--- src/hw/rtl/cbe_ram.sv ---
// ----------------------------------------------------------------------------
// cbe_ram
// Generic single-write, single-read RAM with registered, read-first output.
// ----------------------------------------------------------------------------
`default_nettype none

module cbe_ram #(
  parameter int WIDTH = 64,
  parameter int DEPTH = 64,
  localparam int AW   = (DEPTH > 1) ? $clog2(DEPTH) : 1
) (
  input  logic             clk,
  input  logic             wr_en,
  input  logic [AW-1:0]    wr_addr,
  input  logic [WIDTH-1:0] wr_data,
  input  logic             rd_en,
  input  logic [AW-1:0]    rd_addr,
  output logic [WIDTH-1:0] rd_data
);

  logic [WIDTH-1:0] mem [DEPTH];

  always_ff @(posedge clk) begin
    if (wr_en) begin
      mem[wr_addr] <= wr_data;
    end
    if (rd_en) begin
      rd_data <= mem[rd_addr];
    end
  end

endmodule

`default_nettype wire

--- config.mk ---
export PLATFORM = sky130hd
export DESIGN_NAME = cbe_ram
export DESIGN_NICKNAME = d
export VERILOG_FILES = /design/src/hw/rtl/cbe_ram.sv
export SDC_FILE = /design/constraint.sdc
export NUM_CORES = 2
export LEC_CHECK = 0
export ABC_CLOCK_PERIOD_IN_PS = 8460
export BUFFER_PORTS_ARGS = -buffer_cell sky130_fd_sc_hd__buf_2
export CORE_UTILIZATION = 30
export DETAILED_ROUTE_END_ITERATION = 7
export PLACE_DENSITY = 0.44
export SLEW_MARGIN = 40
export SYNTH_ARGS = -nofsm -noshare
export SYNTH_HDL_FRONTEND = slang
export SYNTH_SLANG_ARGS = --single-unit
--- constraint.sdc ---
create_clock -name clk -period 8.46 [get_ports clk]
set_clock_uncertainty 0.2 [all_clocks]
set_input_delay 0.846 -clock clk [delete_from_list [all_inputs] [get_ports clk]]
set_output_delay 0.846 -clock clk [all_outputs]
set_load 0.01 [all_outputs]
### Yosys cells after proc, flatten, opt, wreduce, memory -nomap -nowiden

Memories as Yosys holds them, arrays and structs flattened. A register that Yosys moved wholly into a read port is not among the register bits.
Cells that the tools add are included.

| word-level totals | value |
|---|---|
| flip-flop bits (word level) | 0 |
| RAM bits | 4,096 |
| input bits | 79 |
| output and inout port bits | 64 |
| logic and storage cells | 3 |
| memories kept | 1 |

| operators by class | value |
|---|---|
| muxes and demuxes | 2 |

Memories:

| name | depth | width | read ports | clocked after Yosys merged registers in | wr ports | RTL line | RTL |
|---|---|---|---|---|---|---|---|
| mem | 64 | 64 | 1 | 1 | 1 | 21 | `logic [WIDTH-1:0] mem [DEPTH];` |

Operator list:

| cell | number |
|---|---|
| $mux W1 | 2 |

### Depth between registers and ports, before layout

| logic depth | value |
|---|---|
| word-level depth | 2 |
| mapped depth | 9 |
| gate-level depth less buffers | 5 |

### Worst setup path after synthesis

Ideal clock, no wire load.

| timing path | value |
|---|---|
| kind | in2reg |
| start | input port wr_addr[3] |
| end | memory mem[48][0] (enable) |
| library setup time | 0.564 ns |
| arrival | 5.718 ns |
| required time | 7.696 ns |
| setup slack | 1.978 ns |
| stages on the path | 4 |
| buffers on the path | 1 |
| path through | clkbuf_1 -> nor2b_1 -> nand4b_1 -> nor3_1 |

RTL lines:

| what | RTL line | RTL |
|---|---|---|
| start: declaration | 14 | `input logic [AW-1:0] wr_addr,` |
| end: declaration | 21 |  |

No word-level cell before the write port.

==> impl_metrics.py <==
metrics = {
    "setup_path": {
        "crit_path_frequent_cell": "buf_4",
        "path_max_fanout": 71,
        "cp_slowest_cell": "a211oi_1",
        "crit_start": "rd_addr[2]",
        "required_ps": 8940,
        "criticalPathCategory": "in -> reg",
        "path_cells": "buf_8, nor2b_4, buf_4, buf_4, a22oi_1, and3_1, a211oi_1",
        "worst_ep_arrival_time_ps": 4520,
        "startpoint_type": "input port",
        "cp-end-kind": "flop",
        "cpPeakStageDelay_ps": 720,
        "reg2reg_from": "mem[10][32]",
    },
    "yosys": {
        "async_flop_share_pct": 0,
        "syn_nets": 6677,
        "yosysTopAreaCell": "edfxtp_1",
        "syn_area_per_cell_sq_um": 23.8,
        "synth_edf_count": 4160,
        "ys_types": 32,
        "synth-seq-area-share_pct": 79.6,
        "ys_seq_elements": 4160,
        "synth_area_leaders": "edfxtp_1 (80%), mux4_2 (15%), mux2i_1 (0.86%), a22oi_1 (0.80%), buf_2 (0.54%)",
        "syn_area_sq_um": 157000,
        "yosysWarnings": 0,
        "ys.flop_type": "edfxtp_1",
        "syn_inst": 6598,
        "yosys.area.top_type_share_pct": 79.6,
    },
    "sta": {
        "fin_hold_ws_ps": 84.9,
        "setup_viol": 0,
        "fmax_mhz": 247,
        "hold_viol": 0,
        "timing.slew.headroom_pct": 31.6,
        "fin_crit_ps": 4040,
        "setup_tns_ps": 0,
        "period_share_pct": 47.8,
        "worstMarginPinSlew_ps": 1030,
        "drv_slew": 0,
        "rsz0062_at_grt": "no",
    },
    "power_and_ir_drop": {
        "ir_drop_mv": 0.199,
        "p_leak_nw": 55.9,
        "p_per_area_nw_per_um2": 241,
    },
    "drt": {
        "via_count": 75201,
        "wirelength_microns": 501000,
        "vias_per_cell": 5.22,
        "drt_iter0_markers": 7619,
        "wire_per_inst_microns": 34.8,
        "drt.antenna.violating_nets": 0,
        "drt_pass1_iterations": 5,
        "drc": 0,
    },
    "finish": {
        "fin_nets": 7145,
        "synthToLayoutAreaGrowth_pct": 16.4,
        "multi_input_area_sq_um": 30800,
        "fillCellCount": 47886,
        "drive_above_1_share_pct": 28.9,
        "final_common_cell": "edfxtp_1",
        "seqCellArea_sq_um": 125000,
        "final_cell_mix": "edfxtp_1 (4160), mux4_2 (1024), clkbuf_16 (449)",
        "final_cell_area_sq_um": 183000,
        "fin_util_pct": 35.1,
    },
    "global_route": {
        "grt_pass1_vias": 78313,
        "grt_max_degree": 104,
        "grt_pass1_wl_microns": 681000,
        "track_usage_pct": 18.7,
        "grt-ovfl-total": 0,
        "antenna_found_initial": 47,
    },
    "floorplanning": {
        "dieArea_sq_um": 526000,
        "io_pins": 143,
        "die_h_microns": 725,
        "initial_core_util_pct": 30.1,
        "fp.dieW_microns": 725,
        "fp-row-count": 265,
        "core-area_sq_um": 521000,
    },
    "clock_network": {
        "h-tree-depth": 5,
        "cts_hold_buf": 0,
        "clock-sinks": 4160,
        "clockBufferDepth": 4,
        "clkTransAtPathRegs_ps": 60,
        "cts_tree": "done",
        "clock_latency_ps": 1020,
        "cts_resized": 0,
        "root_buffer": "clkbuf_16",
        "cts_setup_buffers": 0,
        "cts_buffers": 446,
    },
    "run_status": {
        "status": "finished clean",
    },
    "place": {
        "gp_congestion": 0.724,
        "dpl.hpwl_microns": 266000,
        "port_buffers": 142,
        "place_area_sq_um": 169000,
    },
    "min_path": {
        "hp-start": "rd_en",
        "min_path_type": "in -> reg",
    },
    "flow_run": {
        "cap_violations": 0,
    },
}
state kept, by name, indices dropped and copies added, names as in the netlist:
name     count
mem       4096
rd_data     64
worst max-delay path, delay by kind of cell:
| kind | cells | cell delay (ps) |
|---|---|---|
| buffers and inverters | 3 | 1460 |
| and+or+nand+nor | 2 | 1010 |
| AOI/OAI and AO/OA | 2 | 910 |
cell families (layout without fill, tap and decap cells):
logic type             after synthesis  after routing  share of synthesized area, %
AOI/OAI and AO/OA                  504            504                          2.47
buffers and inverters              389           1232                          1.18
DFF                               4160           4160                          79.6
muxes                             1159           1159                          15.6
other                                0             10                             0
and+or+nand+nor                    386            386                          1.23
power by group:
part,leakage (nW),internal (W),switching (W)
sequential,37.5,0.0229,0.0000765
clock,6.90,0.0108,0.00827
combinational,11.5,0.000723,0.00129
Yosys cell counts, types with 2 or more instances:
cell       instances
a211oi_1          63
a22o_1            88
a22oi_1          168
a2bb2oi_1         19
a31oi_1           18
a41oi_1           26
and2_1             3
and3_1            64
buf_1             20
buf_2            170
buf_4             34
buf_6              6
clkbuf_1         140
edfxtp_1        4160
inv_1             19
mux2i_1          135
mux4_2          1024
nand2_1           58
nand2b_1          11
nand3_1           45
nand3b_1           2
nand4_1            2
nor2_1           112
nor2b_1           28
nor3_1             2
o221ai_1          38
o22ai_1           83
or2_2             28
or3_1             29
final timing paths:
path	slack (ps)	depth (start not counted)	endpoint
max	4420	7	rd_data[21]
min	80	1	rd_data[19]
max reg2reg	5830	5	rd_data[32]
min reg2reg	710	4	rd_data[50]
through the flow:
step	total power (W)	cells	setup WS, ps
2_1_floorplan	0.0244	6598	1980
3_3_place_gp	0.0254	13508	3050
3_5_place_dp	0.0254	13555	3400
4_1_cts	0.0445	14378	4520
5_1_grt	0.0453	14384	4340
6_report	0.0440	14393	4420
cell type report:
cell class / instances / share of cell area, %
clock inverter: 280 / 1.38
multi-input combinational: 2049 / 16.9
tap: 6942 / 4.75
sequential: 4160 / 68.3
antenna: 10 / 0.0137
inverter: 19 / 0.0390
timing repair buffer: 390 / 2.26
clock buffer: 543 / 6.34
routing by layer:
metal	GRT usage, %	vias to the layer above	share of wire (%)
li1	-	29593	-
met1	25.8	42722	43
met2	31.9	2280	50
met3	2.34	592	4.9
met4	3.68	14	1.9
met5	0	-	0.014
No activity file was read; power rests on OpenSTA's default activity.
