[src/hw/rtl/cbe_pkg.sv]
// ----------------------------------------------------------------------------
// cbe_pkg
// Shared widths, codes and types of the cubic B-spline evaluator.
// ----------------------------------------------------------------------------
`default_nettype none

package cbe_pkg;

  localparam int FRAC_BITS  = 16;              // fraction bits of param_u
  localparam int INV_FRAC   = 16;              // fraction bits of inv_dt
  localparam int COORD_W    = 32;
  localparam int U_W        = 22;
  localparam int SEG_W      = U_W - FRAC_BITS; // segment index width
  localparam int CNT_W      = 7;
  localparam int IDX_W      = 6;
  localparam int INV_W      = 24;
  localparam int MIN_COUNT  = 4;

  // basis weights reach 4*T, signed
  localparam int WGT_W      = FRAC_BITS + 5;
  localparam int PROD_W     = COORD_W + WGT_W;
  localparam int SUM_W      = PROD_W + 2;

  // register stages from input transfer to output register
  localparam int PIPE_DEPTH = 10;

  localparam int IN_DATA_W  = 96;
  localparam int OUT_DATA_W = 128;
  localparam int ADDR_W     = 3;
  localparam int APB_W      = 32;

  localparam logic CMD_WRITE = 1'b0;
  localparam logic CMD_EVAL  = 1'b1;

  // register select is paddr[2]
  localparam logic REG_CONTROL_COUNT = 1'b0;
  localparam logic REG_INV_DT        = 1'b1;

  typedef logic signed [COORD_W-1:0] coord_t;
  typedef logic signed [WGT_W-1:0]   wgt_t;
  typedef logic [FRAC_BITS-1:0]      frac_t;

  typedef struct packed {
    wgt_t [3:0] w;   // position weights, scaled by 6T
    wgt_t [3:0] d;   // derivative weights, scaled by 2T
  } weights_t;

endpackage

`default_nettype wire

[src/hw/rtl/cbe_basis.sv]
// ----------------------------------------------------------------------------
// cbe_basis
// Three-stage basis generator: t^2, t^3, then position and derivative weights.
// ----------------------------------------------------------------------------
`default_nettype none

module cbe_basis import cbe_pkg::*; (
  input  logic     clk,
  input  logic     en,
  input  frac_t    t_in,
  output weights_t wts
);

  localparam int CALC_W = WGT_W + 3;
  localparam logic signed [CALC_W-1:0] ONE = CALC_W'(1 << FRAC_BITS);

  frac_t t_a, t2_a;
  frac_t t_b, t2_b, t3_b;
  logic [2*FRAC_BITS-1:0] sq, cube;
  logic signed [CALC_W-1:0] tv, t2v, t3v;
  weights_t wts_next;

  assign sq   = {{FRAC_BITS{1'b0}}, t_in} * {{FRAC_BITS{1'b0}}, t_in};
  assign cube = {{FRAC_BITS{1'b0}}, t2_a} * {{FRAC_BITS{1'b0}}, t_a};

  assign tv  = $signed({{(CALC_W-FRAC_BITS){1'b0}}, t_b});
  assign t2v = $signed({{(CALC_W-FRAC_BITS){1'b0}}, t2_b});
  assign t3v = $signed({{(CALC_W-FRAC_BITS){1'b0}}, t3_b});

  always_comb begin
    wts_next.w[0] = WGT_W'(ONE - 3 * tv + 3 * t2v - t3v);
    wts_next.w[1] = WGT_W'(4 * ONE - 6 * t2v + 3 * t3v);
    wts_next.w[2] = WGT_W'(ONE + 3 * tv + 3 * t2v - 3 * t3v);
    wts_next.w[3] = WGT_W'(t3v);
    wts_next.d[0] = WGT_W'(-(ONE - 2 * tv + t2v));
    wts_next.d[1] = WGT_W'(3 * t2v - 4 * tv);
    wts_next.d[2] = WGT_W'(ONE + 2 * tv - 3 * t2v);
    wts_next.d[3] = WGT_W'(t2v);
  end

  always_ff @(posedge clk) begin
    if (en) begin
      t_a  <= t_in;
      t2_a <= sq[2*FRAC_BITS-1:FRAC_BITS];
      t_b  <= t_a;
      t2_b <= t2_a;
      t3_b <= cube[2*FRAC_BITS-1:FRAC_BITS];
      wts  <= wts_next;
    end
  end

endmodule

`default_nettype wire

[config.mk]
export PLATFORM = sky130hd
export DESIGN_NAME = cbe_basis
export DESIGN_NICKNAME = d
export VERILOG_FILES = /design/src/hw/rtl/cbe_pkg.sv /design/src/hw/rtl/cbe_basis.sv
export SDC_FILE = /design/constraint.sdc
export NUM_CORES = 2
export LEC_CHECK = 0
export BUFFER_PORTS_ARGS = -buffer_cell sky130_fd_sc_hd__buf_2
export CAP_MARGIN = 15
export CELL_PAD_IN_SITES_DETAIL_PLACEMENT = 0
export CELL_PAD_IN_SITES_GLOBAL_PLACEMENT = 1
export CORE_MARGIN = 2
export CORE_UTILIZATION = 54
export CTS_CLUSTER_DIAMETER = 50
export CTS_CLUSTER_SIZE = 20
export DETAILED_ROUTE_END_ITERATION = 10
export GPL_ROUTABILITY_DRIVEN = 0
export GPL_TIMING_DRIVEN = 1
export PLACE_DENSITY = 0.95
export SYNTH_ARGS = -nofsm -noshare
export SYNTH_HDL_FRONTEND = slang
export SYNTH_SLANG_ARGS = --single-unit
export TNS_END_PERCENT = 50
[constraint.sdc]
create_clock -name clk -period 22.7 [get_ports clk]
set_input_delay 5.675 -clock clk [delete_from_list [all_inputs] [get_ports clk]]
set_output_delay 5.675 -clock clk [all_outputs]
set_load 0.1 [all_outputs]
; ---- Word-level counts from Yosys, hierarchy flattened
; Cells that the tools add are included.
[word_totals]
reg_bits = 238
out_inout_bits = 168
in_bits = 18
word_cells = 33
[classes]
addsub = 14
mul = 6
[ops]
columns = operator, count
row1 = $mul 2x16->18 const A, 4
row2 = $mul 16x16->32, 2
row3 = $sub 21x19->21, 2
row4 = $add 20x19->21, 1
row5 = $add 21x19->21, 1
row6 = $neg 19->21, 1
row7 = $sub 21x17->21, 1
row8 = $add 19x18->20, 1
row9 = $sub 19x19->20 const A, 1
row10 = $add 17x18->19 const A, 1
row11 = $add 18x17->19, 1
row12 = $sub 17x18->19 const A, 1
row13 = $sub 18x18->19, 1
row14 = $add 17x17->18 const A, 1
row15 = $sub 17x17->18 const A, 1

; ---- Longest topological paths before layout
[logic_depth]
depth_word = 4
mapped_depth = 26
mapped_depth_nobuf = 25

; ---- Least setup slack after synthesis
; OpenSTA, ideal clock, no wires.
[synth_path]
path_type = in2reg
from = input t_in[8]
to = register t2_a[15], data pin
required_ps = 22432
path_slack_ps = 10902
arrival_time_ps = 11530
cell_stages = 25
n_path_buf = 1
setup_ps = 268
path_cell_list = clkbuf_1 > nand2_1 > inv_1 > fa_1 > inv_1 > fa_1 > inv_1 > fa_1 > inv_1 > fa_1 > inv_1 > fa_1 > inv_1 > fa_1 > inv_1 > ha_1 > a21o_1 > a2111oi_0 > a21oi_1 > and2_1 > o311ai_1 > a21oi_1 > and4_1 > a2111oi_1 > xnor2_1
[synth_between]
elab_chain_len = 1
[synth_rtl]
columns = item, line_no
row1 = "start, declared", cbe_basis.sv:10  ; input frac_t t_in,
row2 = $mul 16x16->32, cbe_basis.sv:23  ; assign sq = {{FRAC_BITS{1'b0}}, t_in} * {{FRAC_BITS{1'b0}}, t_in};
row3 = named net sq[31], cbe_basis.sv:19  ; logic [2*FRAC_BITS-1:0] sq, cube;
row4 = "end signal, assigned", cbe_basis.sv:44  ; t2_a <= sq[2*FRAC_BITS-1:FRAC_BITS];
row5 = "end, declared", cbe_basis.sv:17  ; frac_t t_a, t2_a;
; The timed path passes the listed nets, and every way through them passes these cells.
; A chain may end at the register's enable or synchronous reset.

; ---- Final worst setup path
[layout_path]
from = input t_in[9]
to = register t2_a[15], data pin
; Same word-level chain as after synthesis.

==> results.json <==
{
  "status": "finished, final reports clean",
  "drc": 0,
  "synth_top_family_by_area": "adder cells",
  "worst_ep_arrival_time_ns": 12.24,
  "grt_pass1_vias": 23246,
  "insertion_delay_ns": 0.58,
  "crit_fanout": 13,
  "worstSetupPathType": "input port to flip-flop",
  "dr.pass1.iters": 5,
  "antenna_cells": 0,
  "syn_area_um2": 31540,
  "slew_headroom_pct": 38.23,
  "grt_max_degree": 119,
  "synth_warnings": 0,
  "n_fill_cell": 4982,
  "place_area_um2": 33230,
  "syn2layout_area_growth_pct": 8.302,
  "holdPathEnd": "wts[68]",
  "cp-start-kind": "input port",
  "drv_slew": 0,
  "grt_pass1_wl_um": 118000,
  "via_count": 22641,
  "dp_hpwl_um": 58650,
  "multi_input_area_um2": 21880,
  "finalCriticalPeriod_ns": 11.93,
  "num_rows": 88,
  "synth_mux_area_share_pct": 0.09917,
  "clock_skew_ns": 0.01968,
  "path_clk_slew_ns": 0.07,
  "synth_area_per_cell_um2": 9.820,
  "layout_commonest_cell": "inv_1",
  "async_flop_share_pct": 0,
  "max_freq_ghz": 0.08386,
  "fin_crit_sh_pct": 52.53,
  "rsz0062_at_grt": "false",
  "worst_pin_slew_ns": 0.9146,
  "hold_start": "t2_b[5]",
  "cts_made_buffers": 26,
  "synth-seq-cells": 232,
  "synth_edf_count": 232,
  "reg2reg_from": "t_a[2]",
  "r2r_end": "t3_b[13]",
  "worstHoldPathCells": 0,
  "dieArea_um2": 60360,
  "wl_per_cell_um": 17.40,
  "postCtsSetupBuffers": 0,
  "final_cell_mix": "inv_1, ha_1, fa_1, nand2_1, edfxtp_1",
  "drive_gt1_share_pct": 8.053,
  "nets": 4201,
  "ant_nets": 0,
  "wirelength_um": 72320,
  "buffer_ports.inserted": 175,
  "regArea_um2": 6967,
  "synth_adder_area_share_pct": 41.27,
  "die_h_um": 245.7,
  "maxCapViolCount": 0,
  "synth_compound_area_share_pct": 8.981,
  "synth-xor-area-share_pct": 6.248,
  "ctsHoldBuffers": 0,
  "viasPerCell": 5.449,
  "clkSinkCount": 232,
  "final_cells": 4155,
  "cts.repair.resized": 0,
  "gr-usage-all-layers_pct": 24.54,
  "antenna_found_initial": 1,
  "clock-root-buffer": "clkbuf_16",
  "ys_seq_area_share_pct": 22.09,
  "setup_violations": 0,
  "final_cell_area_um2": 34160,
  "rr_worst_depth": 20,
  "r2r_slack_ns": 15.18,
  "die_w_um": 245.7,
  "synth_ff_type": "edfxtp_1",
  "overflow": 0,
  "hold_path.class": "flip-flop to flip-flop",
  "initial_utilization_pct": 54.67,
  "syn-instance-count": 3212,
  "synthDistinctLibCells": 84,
  "pin_count": 186,
  "setup-tns-final_ns": 0,
  "dp_cells": 4107,
  "finalHoldViolCount": 0,
  "utilization_pct": 59.21,
  "required_ns": 23.01,
  "drt_iter0_drc": 1234,
  "cts_tree": "yes",
  "htree_levels": 1,
  "coreArea_um2": 57700,
  "cp-end-kind": "flip-flop",
  "clk_path_buf_depth": 3,
  "synth-simple-area-share_pct": 12.66
}
Yosys cell counts (8+ instances only):
cell | n | area share, %
nor2b_1 | 33 | 0.65
xnor2_1 | 169 | 4.7
nand3_1 | 40 | 0.63
a21oi_1 | 115 | 1.8
clkbuf_1 | 56 | 0.67
a211oi_1 | 12 | 0.29
nand2b_1 | 20 | 0.40
o31ai_1 | 8 | 0.19
nand4_1 | 14 | 0.28
nor2_1 | 145 | 1.7
and2_1 | 157 | 3.1
fa_1 | 379 | 24
ha_1 | 434 | 17
edfxtp_1 | 232 | 22
o21a_1 | 36 | 0.86
a31oi_1 | 17 | 0.34
nand2_1 | 276 | 3.3
a21o_1 | 52 | 1.2
or3_1 | 14 | 0.28
o21ai_0 | 64 | 1.0
o21bai_1 | 15 | 0.36
o41ai_1 | 9 | 0.25
nor3_1 | 47 | 0.75
inv_1 | 633 | 7.5
and3_1 | 18 | 0.36
xor2_1 | 56 | 1.6
buf_4 | 16 | 0.38
or2_2 | 8 | 0.16
critical path, stage by stage:
cell	delay, ns
buf_2	0.17
inv_1	0.24
nor2_1	0.12
fa_1	0.52
inv_1	0.06
fa_1	0.53
inv_1	0.05
fa_1	0.49
inv_1	0.06
fa_1	0.54
inv_1	0.05
fa_1	0.47
inv_1	0.05
fa_1	0.47
inv_1	0.04
ha_1	0.30
a21o_1	0.20
a2111oi_0	0.37
a21oi_1	0.23
and2_1	0.20
o311ai_1	0.39
a21oi_1	0.19
and4_1	0.24
a2111oi_1	0.48
xnor2_1	0.10
sequential cells by signal, summed over array words and instances (netlist names):
register,count
t_b,16
t3_b,16
t_a,16
t2_a,16
t2_b,16
wts,152
routing by layer:
layer	up-vias	GRT usage, %	wire, um
met1	11076	31.58	30380
met4	0	6.809	1927
met2	671	43.67	35880
li1	10769	-	-
met3	125	2.750	4127
met5	-	0	0
final cells by class:
cell class | instances | area share (%)
inverters | 633 | 6.955
repair buffers | 196 | 3.055
clock buffers | 27 | 1.978
flip-flops and latches | 232 | 20.39
multi-input cells | 2281 | 64.06
well taps | 765 | 2.802
clock inverters | 21 | 0.7618
logic make-up after synthesis:
kind of cell,after synthesis
flip-flops,232
XOR/XNOR,225
adder cells (fa/ha/maj),813
other,1
AND/OR/NAND/NOR,810
buffers and inverters,708
multiplexers,3
AO/OA/AOI/OAI,420
how the worst max path moves through the flow:
stage | start | to | slack (ns) | depth (start not counted)
after global routing | t_in[9] | t2_a[15] | 10.39 | 25
after CTS | t_in[9] | t2_a[15] | 10.79 | 25
after detailed placement | t_in[9] | t2_a[15] | 10.20 | 25
after floorplan | t_in[8] | t2_a[15] | 10.90 | 25
final | t_in[9] | t2_a[15] | 10.77 | 25
after global placement | t_in[9] | t2_a[15] | 10.33 | 25
metrics by stage:
step                      worst slack, ns  hold slack, ns
final                               10.77          0.5417
after global routing                10.39          0.5750
after CTS                           10.79          0.5338
after detailed placement            10.20          0.5341
after global placement              10.33          0.5358
after floorplan                     10.90          0.4840
Power is left out: the tool's default activity adds up to more than one toggle a clock period on the data nets, which glitch-free logic cannot reach.
